===== src/sv/itc_pkg.sv =====
// Shared codes and field widths for the interval timer channel.
package itc_pkg;

    localparam int ACTION_W = 2;
    localparam int BYTE_W   = 8;
    localparam int COUNT_W  = 16;
    localparam int IN_USER_W = 3;
    localparam int OUT_DATA_W = 16;

    localparam logic [ACTION_W-1:0] ACT_TICK  = 2'd0;
    localparam logic [ACTION_W-1:0] ACT_WRITE = 2'd1;
    localparam logic [ACTION_W-1:0] ACT_READ  = 2'd2;

    localparam logic PORT_DATA = 1'b0;
    localparam logic PORT_CTRL = 1'b1;

    localparam logic [1:0] CHAN_0    = 2'b00;
    localparam logic [1:0] ACC_LATCH = 2'b00;
    localparam logic [1:0] ACC_LOHI  = 2'b11;

    localparam logic [2:0] MODE_RATE     = 3'd2;
    localparam logic [2:0] MODE_RATE_ALT = 3'd6;
    localparam logic [2:0] MODE_STROBE   = 3'd4;

    localparam logic [COUNT_W-1:0] COUNT_ONE  = 16'd1;
    localparam logic [COUNT_W-1:0] COUNT_ZERO = 16'd0;

endpackage


===== src/sv/interval_timer_channel.sv =====
// Top level: one 8254-style counter channel driven by tick and bus transactions.
// A result passes through the input register, then the result register, and is held
// there while the output side stalls. Throughput: one transaction per cycle unless the
// output side stalls; the count update is one 16-bit decrement and compare.
// Reset (synchronous, active low): both stages empty, counter stopped, OUT high, all
// counter registers cleared.
module interval_timer_channel
    import itc_pkg::*;
(
    input  logic                  i_clk,
    input  logic                  i_rst_n,
    input  logic                  s_axis_tvalid,
    output logic                  s_axis_tready,
    input  logic [BYTE_W-1:0]     s_axis_tdata,  // [7:0] write_data
    input  logic [IN_USER_W-1:0]  s_axis_tuser,  // [1:0] action, [2] port_sel
    output logic                  m_axis_tvalid,
    input  logic                  m_axis_tready,
    output logic [OUT_DATA_W-1:0] m_axis_tdata   // [7:0] read_data, [8] out_level,
                                                 // [9] terminal_pulse, [15:10] zero
);

    logic                r_in_valid;
    logic [ACTION_W-1:0] r_in_action;
    logic                r_in_port;
    logic [BYTE_W-1:0]   r_in_data;

    logic                  r_out_valid;
    logic [OUT_DATA_W-1:0] r_out_data;

    logic [COUNT_W-1:0] r_count, n_count;
    logic [COUNT_W-1:0] r_reload, n_reload;
    logic [BYTE_W-1:0]  r_low_hold, n_low_hold;
    logic               r_hi_wr, n_hi_wr;
    logic               r_hi_rd, n_hi_rd;
    logic [COUNT_W-1:0] r_latched, n_latched;
    logic               r_latch_held, n_latch_held;
    logic               r_strobe_mode, n_strobe_mode;
    logic               r_load_pend, n_load_pend;
    logic               r_counting, n_counting;
    logic               r_out_line, n_out_line;
    logic               r_strobe_done, n_strobe_done;

    logic               advance;
    logic               fire;
    logic [BYTE_W-1:0]  rd_byte;
    logic               pulse;
    logic [COUNT_W-1:0] dec;
    logic [COUNT_W-1:0] src;
    logic [1:0]         cw_chan;
    logic [1:0]         cw_acc;
    logic [2:0]         cw_mode;

    assign advance       = !r_out_valid || m_axis_tready;
    assign fire          = r_in_valid && advance;
    assign s_axis_tready = !r_in_valid || advance;
    assign m_axis_tvalid = r_out_valid;
    assign m_axis_tdata  = r_out_data;

    assign dec     = r_count - COUNT_ONE;
    assign src     = r_latch_held ? r_latched : r_count;
    assign cw_chan = r_in_data[7:6];
    assign cw_acc  = r_in_data[5:4];
    assign cw_mode = r_in_data[3:1];

    always_comb begin
        n_count       = r_count;
        n_reload      = r_reload;
        n_low_hold    = r_low_hold;
        n_hi_wr       = r_hi_wr;
        n_hi_rd       = r_hi_rd;
        n_latched     = r_latched;
        n_latch_held  = r_latch_held;
        n_strobe_mode = r_strobe_mode;
        n_load_pend   = r_load_pend;
        n_counting    = r_counting;
        n_out_line    = r_out_line;
        n_strobe_done = r_strobe_done;
        rd_byte       = '0;
        pulse         = 1'b0;
        case (r_in_action)
            ACT_TICK: begin
                if (r_load_pend) begin
                    n_count       = r_reload;
                    n_load_pend   = 1'b0;
                    n_counting    = 1'b1;
                    n_strobe_done = 1'b0;
                    n_out_line    = 1'b1;
                end else if (r_counting) begin
                    if (!r_strobe_mode) begin
                        if (!r_out_line) begin
                            n_count    = r_reload;
                            n_out_line = 1'b1;
                        end else begin
                            n_count = dec;
                            if (dec == COUNT_ONE) begin
                                n_out_line = 1'b0;
                                pulse      = 1'b1;
                            end
                        end
                    end else begin
                        n_count = dec;
                        if (dec == COUNT_ZERO && !r_strobe_done) begin
                            n_out_line    = 1'b0;
                            n_strobe_done = 1'b1;
                            pulse         = 1'b1;
                        end else begin
                            n_out_line = 1'b1;
                        end
                    end
                end
            end
            ACT_WRITE: begin
                if (r_in_port == PORT_CTRL) begin
                    if (cw_chan == CHAN_0) begin
                        if (cw_acc == ACC_LATCH) begin
                            if (!r_latch_held) begin
                                n_latched    = r_count;
                                n_latch_held = 1'b1;
                            end
                        end else if (cw_acc == ACC_LOHI && !r_in_data[0] &&
                                     (cw_mode == MODE_RATE || cw_mode == MODE_RATE_ALT ||
                                      cw_mode == MODE_STROBE)) begin
                            n_strobe_mode = (cw_mode == MODE_STROBE);
                            n_hi_wr       = 1'b0;
                            n_hi_rd       = 1'b0;
                            n_latch_held  = 1'b0;
                            n_load_pend   = 1'b0;
                            n_counting    = 1'b0;
                            n_out_line    = 1'b1;
                            n_strobe_done = 1'b0;
                        end
                    end
                end else begin
                    if (!r_hi_wr) begin
                        n_low_hold = r_in_data;
                        n_hi_wr    = 1'b1;
                    end else begin
                        n_reload    = {r_in_data, r_low_hold};
                        n_hi_wr     = 1'b0;
                        n_load_pend = 1'b1;
                    end
                end
            end
            ACT_READ: begin
                if (r_in_port == PORT_DATA) begin
                    if (!r_hi_rd) begin
                        n_hi_rd = 1'b1;
                        rd_byte = src[BYTE_W-1:0];
                    end else begin
                        n_hi_rd      = 1'b0;
                        n_latch_held = 1'b0;
                        rd_byte      = src[COUNT_W-1:BYTE_W];
                    end
                end
            end
            default: begin
                rd_byte = '0;
            end
        endcase
    end

    always_ff @(posedge i_clk) begin
        if (!i_rst_n) begin
            r_in_valid <= 1'b0;
        end else if (s_axis_tready) begin
            r_in_valid <= s_axis_tvalid;
        end
    end

    always_ff @(posedge i_clk) begin
        if (s_axis_tvalid && s_axis_tready) begin
            r_in_action <= s_axis_tuser[ACTION_W-1:0];
            r_in_port   <= s_axis_tuser[ACTION_W];
            r_in_data   <= s_axis_tdata;
        end
    end

    always_ff @(posedge i_clk) begin
        if (!i_rst_n) begin
            r_out_valid <= 1'b0;
        end else if (advance) begin
            r_out_valid <= r_in_valid;
        end
    end

    always_ff @(posedge i_clk) begin
        if (fire) begin
            r_out_data <= {{(OUT_DATA_W-BYTE_W-2){1'b0}}, pulse, n_out_line, rd_byte};
        end
    end

    always_ff @(posedge i_clk) begin
        if (!i_rst_n) begin
            r_count       <= '0;
            r_reload      <= '0;
            r_low_hold    <= '0;
            r_hi_wr       <= 1'b0;
            r_hi_rd       <= 1'b0;
            r_latched     <= '0;
            r_latch_held  <= 1'b0;
            r_strobe_mode <= 1'b0;
            r_load_pend   <= 1'b0;
            r_counting    <= 1'b0;
            r_out_line    <= 1'b1;
            r_strobe_done <= 1'b0;
        end else if (fire) begin
            r_count       <= n_count;
            r_reload      <= n_reload;
            r_low_hold    <= n_low_hold;
            r_hi_wr       <= n_hi_wr;
            r_hi_rd       <= n_hi_rd;
            r_latched     <= n_latched;
            r_latch_held  <= n_latch_held;
            r_strobe_mode <= n_strobe_mode;
            r_load_pend   <= n_load_pend;
            r_counting    <= n_counting;
            r_out_line    <= n_out_line;
            r_strobe_done <= n_strobe_done;
        end
    end

endmodule


===== config.mk =====
export PLATFORM = sky130hd
export DESIGN_NAME = interval_timer_channel
export DESIGN_NICKNAME = d
export VERILOG_FILES = /design/src/sv/itc_pkg.sv /design/src/sv/interval_timer_channel.sv
export SDC_FILE = /design/constraint.sdc
export NUM_CORES = 1
export LEC_CHECK = 0
export BUFFER_PORTS_ARGS = -buffer_cell sky130_fd_sc_hd__clkbuf_2
export CORE_UTILIZATION = 50
export CTS_CLUSTER_DIAMETER = 60
export DETAILED_ROUTE_END_ITERATION = 16
export HOLD_SLACK_MARGIN = 0.05
export PLACE_DENSITY = 0.77
export SYNTH_ARGS = -nofsm -noshare
export SYNTH_HDL_FRONTEND = slang
export SYNTH_SLANG_ARGS = --single-unit

===== constraint.sdc =====
create_clock -name i_clk -period 2.92 [get_ports i_clk]
set_input_delay 0.146 -clock i_clk [delete_from_list [all_inputs] [get_ports i_clk]]
set_output_delay 0.146 -clock i_clk [all_outputs]
set_load 0.02 [all_outputs]

---- Word level (Yosys, flattened, before mapping) ----
Index checks and enable logic that the tools add are counted.
cells by class
  equal/unequal tests ..................... 25
  bitwise operators ....................... 6
  reductions and logical operators ........ 33
  mux-type cells .......................... 46
  add/subtract/negate cells ............... 1
operator list
  kind                                                                     count
  16-bit 2-to-1 mux                                                        5
  1-bit 2-to-1 mux                                                         34
  3-bit != test (second input constant)                                    8
  7-bit AND reduction                                                      3
  16-bit by 1-bit equality test with 1-bit output (second input constant)  1
  16-bit logical NOT                                                       1
  2-bit != test (second input constant)                                    8
  16-bit by 1-bit subtractor with 16-bit output (second input constant)    1
  1-bit one-hot mux with 2 select lines                                    6
  6-bit AND reduction                                                      2
  5-bit AND reduction                                                      2
  9-bit AND reduction                                                      1
  8-bit 2-to-1 mux                                                         1
  4-bit AND reduction                                                      2
  3-bit equality test (second input constant)                              2
  2-bit logical NOT                                                        3
  1-bit inverter                                                           6
  2-bit nonzero test                                                       3
  1-bit logical AND                                                        5
  2-bit equality test (second input constant)                              2
  1-bit logical NOT                                                        4
  1-bit logical OR                                                         4
  2-bit by 1-bit != test with 1-bit output (second input constant)         2
  3-bit by 2-bit equality test with 1-bit output (second input constant)   1
  other kinds (4)                                                          4
word-level totals
  bits in registers ....................... 87
  bits of input ports ..................... 15
  logic and storage cells ................. 131
  output and inout port bits .............. 18

---- Logic depth before layout (Yosys ltp) ----
Gate-level depths: netlist of run 1.
  depth after elaboration ................. 9
  mapped depth ............................ 8
  mapped depth without buffers ............ 7

---- Worst setup path before layout of run 1 ----
OpenSTA, ideal clock, no wires.
  path kind ............................... register -> register
  from .................................... register r_count[0]
  to ...................................... register r_out_data[8] (netlist: m_axis_tdata[8]) (data pin)
  buffers on the path ..................... 0
  data required time ...................... 2.651 ns
  data arrival time ....................... 1.786 ns
  library setup time ...................... 0.269 ns
  setup slack ............................. 0.865 ns
  stages on the path, launching flop included .. 8
  clock period less this slack ............ 2.055 ns
  path through ............................ dfxtp_1 -> inv_1 -> ha_1 -> or3b_2 -> o31ai_1 -> nand3b_1 -> nor3_1 -> o21ai_0
between the ends
  word-level cells in the longest chain between the ends .. 8
  elaborated cells on any way between the ends .. 11
  those cells by class .................... add/sub: 1; eq/ne: 1; mux: 7; reduce/logical: 2
RTL lines
  item                                                                                   line                                                         text
  start, declared                                                                        interval_timer_channel.sv:30                                 logic [COUNT_W-1:0] r_count, n_count;
  start signal, assigned                                                                 interval_timer_channel.sv:207                                r_count <= n_count;
  16-bit by 1-bit subtractor with 16-bit output (*)                                      interval_timer_channel.sv:59                                 assign dec = r_count - COUNT_ONE;
  16-bit by 1-bit equality test with 1-bit output or 16-bit logical NOT (tied branches)  interval_timer_channel.sv:95, interval_timer_channel.sv:102
  1-bit 2-to-1 mux or 1-bit logical AND (tied branches)                                  interval_timer_channel.sv:95, interval_timer_channel.sv:102
  1-bit 2-to-1 mux, on equally long branches                                             interval_timer_channel.sv:90, interval_timer_channel.sv:102
  1-bit 2-to-1 mux (*)                                                                   interval_timer_channel.sv:89                                 if (!r_strobe_mode) begin
  1-bit 2-to-1 mux (*)                                                                   interval_timer_channel.sv:88                                 end else if (r_counting) begin
  1-bit 2-to-1 mux (*)                                                                   interval_timer_channel.sv:82                                 if (r_load_pend) begin
  1-bit one-hot mux with 2 select lines (*)                                              interval_timer_channel.sv:80                                 case (r_in_action)
  named net n_out_line                                                                   interval_timer_channel.sv:40                                 logic r_out_line, n_out_line;
  end signal, assigned                                                                   interval_timer_channel.sv:188                                r_out_data <= {{(OUT_DATA_W-BYTE_W-2){1'b0}}, pulse, n_out_line, rd_byte};
  end, declared                                                                          interval_timer_channel.sv:28                                 logic [OUT_DATA_W-1:0] r_out_data;
Mark *: on every way through the listed nets, which the timed path passes. The rest lies on a longest branch.
A chain may end at the register's enable or synchronous reset.

---- Worst setup path in the final report of run 1 ----
Ends and elaborated chain as after synthesis.

==> results by group, run 1 <==
Outcome
  • Status: finished, final reports clean

Placed design
  • Placed insts: between 500 and 600
  • Post-place setup slack: 596 ps
  • Gpl congestion: approximately 0.9
  • Post-Place Cell Area: 4510 um2
  • HPWL after DPL: 6.58 mm
  • Number of port buffers: 26

Routing
  • DRC viols: 0
  • DRT Pass-1 Iters: 5
  • WL per Instance: 16.1 um
  • Via/cell ratio: 5.88
  • Initial DRC count: 317
  • Final ANT Viol Nets: 0
  • Via count: 3,434
  • Final wirelength: 9.42 mm

Cells and area
  • Layout area overhead: 11.3%
  • Post-route non-filler standard cell count: 584
  • Fillers: 732
  • Fin nets: a little under 500
  • Antenna cell count: 0
  • Share of cells above drive strength 1: 15.9%
  • Fin area: 4850 um2

Min path
  • Hold Path Class: in -> reg
  • Hold Path Stages: 3

STA
  • RSZ-0062 raised after global routing: false
  • Final hold vios: 0
  • Clock Skew: ~6.5 ps
  • Final worst setup slack: between 500 and 600 ps
  • # setup viols final: 0
  • Slew Limit Fails: 0
  • Worst-Margin Slew: 756 ps
  • F_max: roughly 420 MHz
  • Crit path time final: roughly 2400 ps
  • Slew HR: 49.6%
  • Setup TNS: 0 ps
  • Final period utilization: about four fifths

Clock network
  • Clock Sinks: 87
  • Max clock buf depth: 2
  • Worst-skew pair later-pin latency: 360 ps
  • CTS tree: yes
  • CTS root buf: clkbuf_8
  • TritonCTS buffer count: 9
  • Reg clk slew, reported paths: 90 ps
  • CTS H-tree depth: 3
  • Post-CTS setup buffers: 0

Setup path
  • Worst path slowest cell: or3b_2
  • Largest stage delay on the critical path: 490 ps
  • CP cell instances: inv_1 -> ha_1 -> or3b_2 -> o31ai_1 -> nand3b_1 -> nor3_1 -> o21ai_0
  • Setup Crit Path Kind: reg -> reg
  • Worst path arrival time: 2470 ps
  • Critical-path maximum fanout: 8
  • R2R depth: 7
  • Worst EP required: 3020 ps
  • CP endpoint kind: register
  • Type of origin of the critical path: register

Synthesis
  • Avg Inst Size Synth: 9.69 um2
  • Seq/Total Area, Yosys: 44.8%
  • Post-synth EDFFs: 21
  • Largest area contributor in the netlist: dfxtp_1
  • Top_reg_cell synth: dfxtp_1
  • Post-Synthesis Cells: 450
  • Post-synth ARST share: 0%
  • Post-synth cell types: a little under 70
  • Share of the synthesized area in the top cell type: 30.3%
  • Synthesized cell area: 4360 um2
  • Yosys reg bits: 87
  • Synth warn: 0
  • Largest cells by area after synthesis: dfxtp_1, edfxtp_1, mux2i_1, nor2b_1, mux4_2

Power
  • P_leak: 1.76 nW
  • Worst vdd ir: 0.000373 V
  • PD cells: 481 nW/um2
  • Power Total: ~0.0023 W

Floorplanning
  • Core box area: 8340 um2
  • Starting Density: 52.3%
  • Row count: 33
  • # IOs: 33
  • Die height: 95.4 um
  • Die Width: 95.4 um
  • DIE AREA: just over 9000 um2

Global routing
  • Global route total overflow: 0
  • Vias in the first global route: between 3,000 and 4,000
  • Global-route wire length before repair: approximately 16 mm
  • GRT Util Overall: 22.4%
  • Initial antenna violation count: 0
  • Pin count of the biggest net entering global routing: 45

Job
  • Max Cap Viol: 0
-- layout make-up --
type                       instances  area, um2  area share (%)
inverter                           5       18.8           0.387
sequential                        87       1950            40.2
timing repair buffer              48        325            6.70
tap                              105        131            2.71
clock buffer                       9        124            2.55
multi-input combinational        323       2200            45.3
clock inverter                     7        103            2.11
-- registers in the layout, summed over array words and instances, names as in the netlist --
name and cells:
m_axis_tvalid 1, r_reload 16, r_strobe_done 1, r_in_port 1, r_hi_rd 1, r_latch_held 1, r_in_data 8, r_counting 1
r_hi_wr 1, r_latched 16, r_out_line 1, r_in_action 2, r_load_pend 1, r_strobe_mode 1, r_in_valid 1, m_axis_tdata 10
r_count 16, r_low_hold 8
-- what timing repair did --
item / in CTS / in global routing
resized for setup: 0 / 0
hold buffers: 12 / 0
hold endpoints to repair: 12 / 0
-- cells by family after synthesis --
family                     share of synthesized area [%]
DFF                                                 44.8
AOI/OAI and AO/OA                                   15.2
xor gates and xnor gates                           0.804
adders and majority gates                          0.861
and+or+nand+nor                                     23.1
other                                             0.0860
muxes                                               9.87
buffers and inverters                               5.34
-- critical path: cells and delay by family, from the launching register on --
kind                       cells  cell delay (ps)
and+or+nand+nor                3              890
adders and majority gates      1              250
buffers and inverters          1              130
AOI/OAI and AO/OA              2              460
DFF                            1              390
-- power by group --
part	total (W)	switching, W	internal (W)	leakage, nW
clock network	0.000935	0.000443	0.000492	0.111
logic	0.000126	0.0000733	0.0000528	0.919
registers	0.00127	0.0000214	0.00125	0.734
total	0.00233	0.000538	0.00180	1.76
-- through the flow --
| step | hold WS (ps) | util [%] |
|---|---|---|
| final | 131 | 58.2 |
| after global routing | 146 | 58.2 |
| after CTS | 117 | 58.2 |
| after detailed placement | 325 | 54.0 |
| after global placement | 323 | 54.0 |
| after floorplan | 245 | - |
-- synthesized netlist by cell type, types with 7 or more instances --
cell / number
a21boi_0: 21
a21oi_1: 13
and3_1: 10
buf_2: 8
buf_4: 8
clkbuf_1: 21
dfxtp_1: 66
edfxtp_1: 21
mux2i_1: 25
mux4_2: 8
nand2_1: 33
nand3_1: 22
nor2_1: 31
nor2b_1: 29
nor3_1: 7
o21ai_0: 25
-- layout by cell type, fill, tap and decap left out, types with 4 or more instances in the layout --
| cell type | n |
|---|---|
| nor2b_1 | 29 |
| nor3_1 | 7 |
| and3_1 | 10 |
| dlygate4sd3_1 | 12 |
| nand2b_1 | 4 |
| nor3b_1 | 4 |
| or4_1 | 5 |
| a31oi_1 | 6 |
| buf_4 | 10 |
| clkbuf_8 | 9 |
| o21a_1 | 4 |
| mux2i_1 | 25 |
| inv_1 | 5 |
| o21ai_0 | 25 |
| and2_1 | 6 |
| nand2_1 | 33 |
| a21boi_0 | 21 |
| conb_1 | 6 |
| nor2_1 | 31 |
| a21oi_1 | 13 |
| clkbuf_2 | 26 |
| nor4_1 | 4 |
| edfxtp_1 | 21 |
| dfxtp_1 | 66 |
| mux4_2 | 8 |
| nand3_1 | 22 |
-- path summary, 6_finish.rpt --
kind	startpoint	end	slack [ps]
worst min register to register	r_reload[15]	r_reload[15]	470
worst min-delay path	m_axis_tready	m_axis_tvalid	130
worst max-delay path	r_count[0]	m_axis_tdata[8]	550
worst max register to register	r_count[0]	m_axis_tdata[8]	550
-- per-layer routing --
layer | vias up | part of all wire, % | global-route usage [%]
met1 | 1615 | 44 | 29.3
met2 | 138 | 48 | 37.1
met5 | - | 0 | 0
li1 | 1666 | - | -
met3 | 15 | 5.9 | 4.31
met4 | 0 | 1.8 | 7.21
Note: power is estimated with default switching activity, not from simulation.
==> run 2, diff against run 1 <==
--- a/config.mk
+++ b/config.mk
@@ -10,7 +10,7 @@
 export CTS_CLUSTER_DIAMETER = 60
 export DETAILED_ROUTE_END_ITERATION = 16
 export HOLD_SLACK_MARGIN = 0.05
-export PLACE_DENSITY = 0.77
+export PLACE_DENSITY = 0.8
 export SYNTH_ARGS = -nofsm -noshare
 export SYNTH_HDL_FRONTEND = slang
 export SYNTH_SLANG_ARGS = --single-unit
==> constraint.sdc (replaced) <==
create_clock -name i_clk -period 2.15 [get_ports i_clk]
set_input_delay 0.1075 -clock i_clk [delete_from_list [all_inputs] [get_ports i_clk]]
set_output_delay 0.1075 -clock i_clk [all_outputs]
set_load 0.02 [all_outputs]
==> run 2 against run 1 <==
Design area grew 5.0%. Clock-buffer cell count rose by 1. Register-to-register slack worse by 480 ps. Sequential cell count unchanged. Non-clock buffer count up 27. Power is 41% higher. Critical endpoint is now r_strobe_mode. Largest cell class unchanged.
==> results by group, run 2 (same netlist as run 1, synthesis figures left out) <==
Outcome
  • Status: finished, final reports clean

Cells and area
  • Layout area overhead: 16.9%
  • Share of cells above drive strength 1: 20.6% (+4.7 points)
  • Fin nets: 519 (+5.5%)
  • Antenna cell count: 0 (unchanged)
  • Top Registers: r_count x16, r_latched x16, r_reload x16
  • Most frequent cells in the layout: dfxtp_1, buf_4, nand2_1
  • Post-route non-filler standard cell count: 611 (+4.6%)
  • Commonest non-fill, non-tap cell in the layout: dfxtp_1

Power
  • PD cells: 643 nW/um2 (+34%)
  • Worst vdd ir: 0.000359 V (-3.6%)
  • P_leak: 1.91 nW (+8.2%)

Routing
  • Via/cell ratio: 5.84 (-0.61%)
  • WL per Instance: 16.5 um (+2.2%)
  • DRC viols: 0 (unchanged)
  • Via count: 3,571 (+4.0%)
  • Initial DRC count: 298 (-6.0%)
  • Final wirelength: 10.1 mm (+7.0%)
  • Final ANT Viol Nets: 0 (unchanged)
  • DRT Pass-1 Iters: 5 (unchanged)

STA
  • Slew Limit Fails: 0 (unchanged)
  • # setup viols final: 0 (unchanged)
  • Clock Skew: 10.7 ps (+4.20 ps)
  • Final period utilization: 96.8% (+16 points)
  • Crit path time final: 2080 ps (-292 ps)
  • F_max: 481 MHz (+14%)
  • Hold_ws: 81.9 ps (-49.5 ps)
  • Setup TNS: 0 ps (unchanged)
  • Final hold vios: 0 (unchanged)

Floorplanning
  • Die height: 95.4 um (unchanged)
  • # IOs: 33 (unchanged)
  • Starting Density: 52.3% (unchanged)
  • DIE AREA: 9100 um2 (unchanged)
  • Core box area: 8340 um2 (unchanged)
  • Die Width: 95.4 um (unchanged)
  • Row count: 33 (unchanged)

Setup path
  • Worst path arrival time: 2370 ps (-100 ps)
  • Setup Crit Path Kind: reg -> reg
  • R2R depth: 4 (-3)
  • Reg2Reg Setup Slack: 70 ps (-480 ps)
  • Type of origin of the critical path: register
  • CP endpoint kind: register
  • Worst EP required: 2440 ps (-580 ps)
  • Critical-path maximum fanout: 6 (-2)

Clock network
  • Max clock buf depth: 2 (unchanged)
  • CTS H-tree depth: 3 (unchanged)
  • TritonCTS buffer count: 9 (unchanged)
  • CTS tree: yes
  • Worst-skew pair later-pin latency: 370 ps (about the same)
  • Clock Sinks: 87 (unchanged)
  • Reg clk slew, reported paths: 90 ps (about the same)
  • CTS root buf: clkbuf_8

Global routing
  • Vias in the first global route: 3,354 (+5.1%)
  • Initial antenna violation count: 0 (unchanged)
  • Global route total overflow: 0 (unchanged)
  • GRT Util Overall: 24.2% (+1.8 points)
  • Global-route wire length before repair: 16.7 mm (+7.6%)
  • Pin count of the biggest net entering global routing: 42 (-6.7%)

Min path
  • Hold Path Class: in -> reg
  • Hold Path Stages: 3 (unchanged)

Placed design
  • Gpl congestion: 0.934 (+4.0%)
  • Number of port buffers: 26 (unchanged)
  • Placed insts: 578 (+4.0%)
  • HPWL after DPL: 7.08 mm (+7.5%)

Job
  • Max Cap Viol: 0 (unchanged)
[run 2: changes by cell type in the layout (fill, tap and decap cells not counted), sizes merged]
cell,change
buf,+27
bufinv,+1
clkbuf,+1
clkinv,+1
clkinvlp,-1
inv,-2
[run 2: worst paths after layout]
path,from,to
worst min register to register,r_reload[14],r_reload[14]
worst min-delay path,m_axis_tready,m_axis_tvalid
worst max-delay path,r_in_data[6],r_strobe_mode
worst max register to register,r_in_data[6],r_strobe_mode
[run 2: layout make-up]
type / count / area, um2
fillers: 697 / 3240
inverters: 5 / 18.8
repair buffers: 75 / 541
clock inverters: 6 / 109
multi-input cells: 323 / 2220
flip-flops and latches: 87 / 1950
clock buffers: 10 / 128
well taps: 105 / 131
[run 2: what timing repair did]
action,4_1_cts,5_1_grt
pin swaps,1,0
hold endpoints to repair,12,0
hold buffers,12,0
setup buffers,2,3
setup endpoints to repair,2,7
gates resized for setup,0,3
gates cloned,0,0
[run 2: layer usage]
layer  vias to the layer above  routed length, um  track usage, %
met5                         -                  0               0
met3                        21                542            4.94
met1                      1698               4440            30.9
met2                       125               4890            40.2
met4                         0                210            8.96
li1                       1727                  -               -
[run 2: per-stage QoR]
step                cell area, um2  total power (W)  utilization [%]  worst slack [ps]
finish                        5100          0.00328             61.1              69.4
global route                  5100          0.00338             61.1             -13.4
CTS                           5050          0.00329             60.6              1.09
detailed placement            4670          0.00193             56.0             0.801
global placement              4670          0.00193             56.0              78.4
floorplan                     4380          0.00188                -              94.6
[run 2: report_power, final]
part / internal, W / total, W / switching [W]
sequential: 0.00170 / 0.00172 / 0.0000232
clock: 0.000772 / 0.00136 / 0.000592
combinational: 0.0000832 / 0.000193 / 0.000109
[run 2: worst max-delay path, cell delays in order (launching register included)]
cell	delay, ps
edfxtp_1	460
or3b_4	450
or3_4	390
or4_1	530
a21boi_1	170
==> run 3, diff against run 2 <==
--- a/config.mk
+++ b/config.mk
@@ -10,7 +10,7 @@
 export CTS_CLUSTER_DIAMETER = 60
 export DETAILED_ROUTE_END_ITERATION = 16
 export HOLD_SLACK_MARGIN = 0.05
-export PLACE_DENSITY = 0.8
+export PLACE_DENSITY = 0.72
 export SYNTH_ARGS = -nofsm -noshare
 export SYNTH_HDL_FRONTEND = slang
 export SYNTH_SLANG_ARGS = --single-unit
==> run 3 against run 2 <==
Via count decreased by 0.14%. Sequential power hardly changed. Highest routed layer unchanged. Setup slack gained 13 ps. Sequential cell count did not move. Clock-buffer cell count shrank 1. Largest cell class unchanged. Fmax rose by 0.64%.
==> results by group, run 3 (same netlist as run 1, synthesis figures left out) <==
Floorplanning
  • Die Width: 95.4 um (unchanged)
  • Die height: 95.4 um (unchanged)
  • Starting Density: 52.3% (unchanged)
  • Row count: 33 (unchanged)
  • Core box area: 8340 um2 (unchanged)
  • DIE AREA: 9100 um2 (unchanged)
  • # IOs: 33 (unchanged)

Global routing
  • Initial antenna violation count: 0 (unchanged)
  • Global-route wire length before repair: 17.1 mm (+2.3%)
  • Vias in the first global route: 3,394 (+1.2%)
  • Pin count of the biggest net entering global routing: 40 (-4.8%)
  • GRT Util Overall: 24.8% (+0.67 points)
  • Global route total overflow: 0 (unchanged)

Cells and area
  • Top Registers: r_count x16, r_latched x16, r_reload x16
  • Most frequent cells in the layout: dfxtp_1, nand2_1, buf_4
  • Fin nets: 515 (-0.77%)
  • Commonest non-fill, non-tap cell in the layout: dfxtp_1
  • Share of cells above drive strength 1: 20.1% (-0.43 points)
  • Fillers: 713 (+2.3%)
  • Layout area overhead: 14.7%
  • Antenna cell count: 0 (unchanged)
  • Final Util: 60.0% (-1.1 points)

Routing
  • WL per Instance: 17.2 um (+4.4%)
  • DRT Pass-1 Iters: 5 (unchanged)
  • Via count: 3,566 (-0.14%)
  • Final ANT Viol Nets: 0 (unchanged)
  • Via/cell ratio: 5.87 (+0.52%)
  • DRC viols: 0 (unchanged)
  • Initial DRC count: 264 (-11%)
  • Final wirelength: 10.5 mm (+3.8%)

Placed design
  • Gpl congestion: 0.882 (-5.5%)
  • HPWL after DPL: 7.24 mm (+2.3%)
  • Number of port buffers: 26 (unchanged)
  • Post-place setup slack: 42.2 ps (+41.4 ps)

STA
  • F_max: 484 MHz (+0.64%)
  • Final hold vios: 0 (unchanged)
  • Final period utilization: 96.2% (-0.62 points)
  • Worst-Margin Slew: 524 ps
  • Crit path time final: 2070 ps (-13.3 ps)
  • Slew HR: 65.1%
  • Final worst setup slack: 82.7 ps (+13.3 ps)
  • Clock Skew: 13.5 ps (+2.81 ps)
  • Setup TNS: 0 ps (unchanged)
  • Slew Limit Fails: 0 (unchanged)
  • # setup viols final: 0 (unchanged)

Clock network
  • Worst-skew pair later-pin latency: 370 ps (about the same)
  • TritonCTS buffer count: 9 (unchanged)
  • CTS tree: yes
  • Clock Sinks: 87 (unchanged)
  • Reg clk slew, reported paths: 90 ps (about the same)
  • CTS root buf: clkbuf_8
  • Max clock buf depth: 2 (unchanged)
  • CTS H-tree depth: 3 (unchanged)
  • Post-CTS setup buffers: 0 (-2)

Setup path
  • Critical-path maximum fanout: 16 (+10)
  • CP cell instances: or3b_4 -> or4_4 -> nor2_8 -> mux2i_1 -> nor2b_1
  • Largest stage delay on the critical path: 470 ps (-60 ps)
  • Worst EP required: 2400 ps (-40 ps)
  • CP endpoint kind: register
  • Setup Crit Path Kind: reg -> reg
  • Worst path arrival time: 2320 ps (-50 ps)
  • Worst Path Buf+Inv: 0 (unchanged)
  • Type of origin of the critical path: register
  • Top delay family on crit path: simple AND/OR/NAND/NOR gates
  • Worst path slowest cell: or4_4

Power
  • P_leak: 1.86 nW (-2.6%)
  • Sequential group share of total power: 57.8% (+5.3 points)
  • Cell Int Power: 0.00222 W (-13%)
  • Switch share: 25.5% (+3.4 points)
  • Clock power frac: 35.7% (-5.9 points)
  • Net Switching: 0.000761 W (+5.0%)
  • Worst vdd ir: 0.000458 V (+27%)
  • PD cells: 596 nW/um2 (-7.4%)
  • Logic pwr share: 6.6% (+0.7 points)

Min path
  • Hold Path Class: in -> reg

Outcome
  • Status: finished, final reports clean

Job
  • Max Cap Viol: 0 (unchanged)
run 3: cell types whose count changed in the layout (fill, tap and decap cells not counted), sizes merged:
cell    before  now
clkbuf      36   35
buf         37   33
bufinv       3    0
inv          6    8
clkinv       2    4
run 3: cell type report:
cell class	count	area [um2]	share of cell area (%)
Sequential cell	87	1950	39.0
Clock inverter	7	56.3	1.13
Clock buffer	9	124	2.48
Inverter	5	18.8	0.375
Timing Repair Buffer	71	510	10.2
Tap cell	105	131	2.63
Multi-Input combinational cell	323	2210	44.2
run 3: routing by layer:
layer	part of all wire (%)	track usage, %
met1	44	31.8
met3	5.6	5.98
met5	0	0
met4	2.3	10.4
met2	48	40.0
run 3: final timing paths:
kind | startpoint | end | slack (ps) | depth (start not counted)
min | m_axis_tready | m_axis_tvalid | 80 | 3
min reg2reg | r_reload[9] | r_reload[9] | 470 | 2
max reg2reg | r_in_data[7] | r_latched[3] | 80 | 5
max | r_in_data[7] | r_latched[3] | 80 | 5
run 3: repair_timing:
item	in CTS	in global routing
gates resized for setup	0	2
endpoints found under the hold margin	12	0
hold buffers	12	0
setup endpoints to repair	0	4
run 3: power by group through the flow:
| stage | clock, W | sequential (W) | combinational [W] |
|---|---|---|---|
| 6_report | 0.00106 | 0.00172 | 0.000195 |
| 3_5_place_dp | 0 | 0.00176 | 0.000176 |
| 4_1_cts | 0.00108 | 0.00172 | 0.000193 |
| 3_3_place_gp | 0 | 0.00176 | 0.000174 |
| 2_1_floorplan | 0 | 0.00176 | 0.000119 |
| 5_1_grt | 0.00114 | 0.00173 | 0.000214 |
run 3: stage by stage:
| stage | power, W | instance area [um2] | hold slack, ps | instances |
|---|---|---|---|---|
| 6_report | 0.00298 | 5000 | 83.2 | 607 |
| 5_1_grt | 0.00308 | 5000 | 85.6 | 607 |
| 2_1_floorplan | 0.00188 | 4380 | 206 | 455 |
| 3_3_place_gp | 0.00193 | 4690 | 285 | 579 |
| 4_1_cts | 0.00300 | 4990 | 73.1 | 607 |
| 3_5_place_dp | 0.00194 | 4690 | 286 | 579 |
run 3: tightest hold or removal path, stage by stage:
cell,delay [ps]
clkbuf_2,80
nor2b_1,60
o21a_1,160
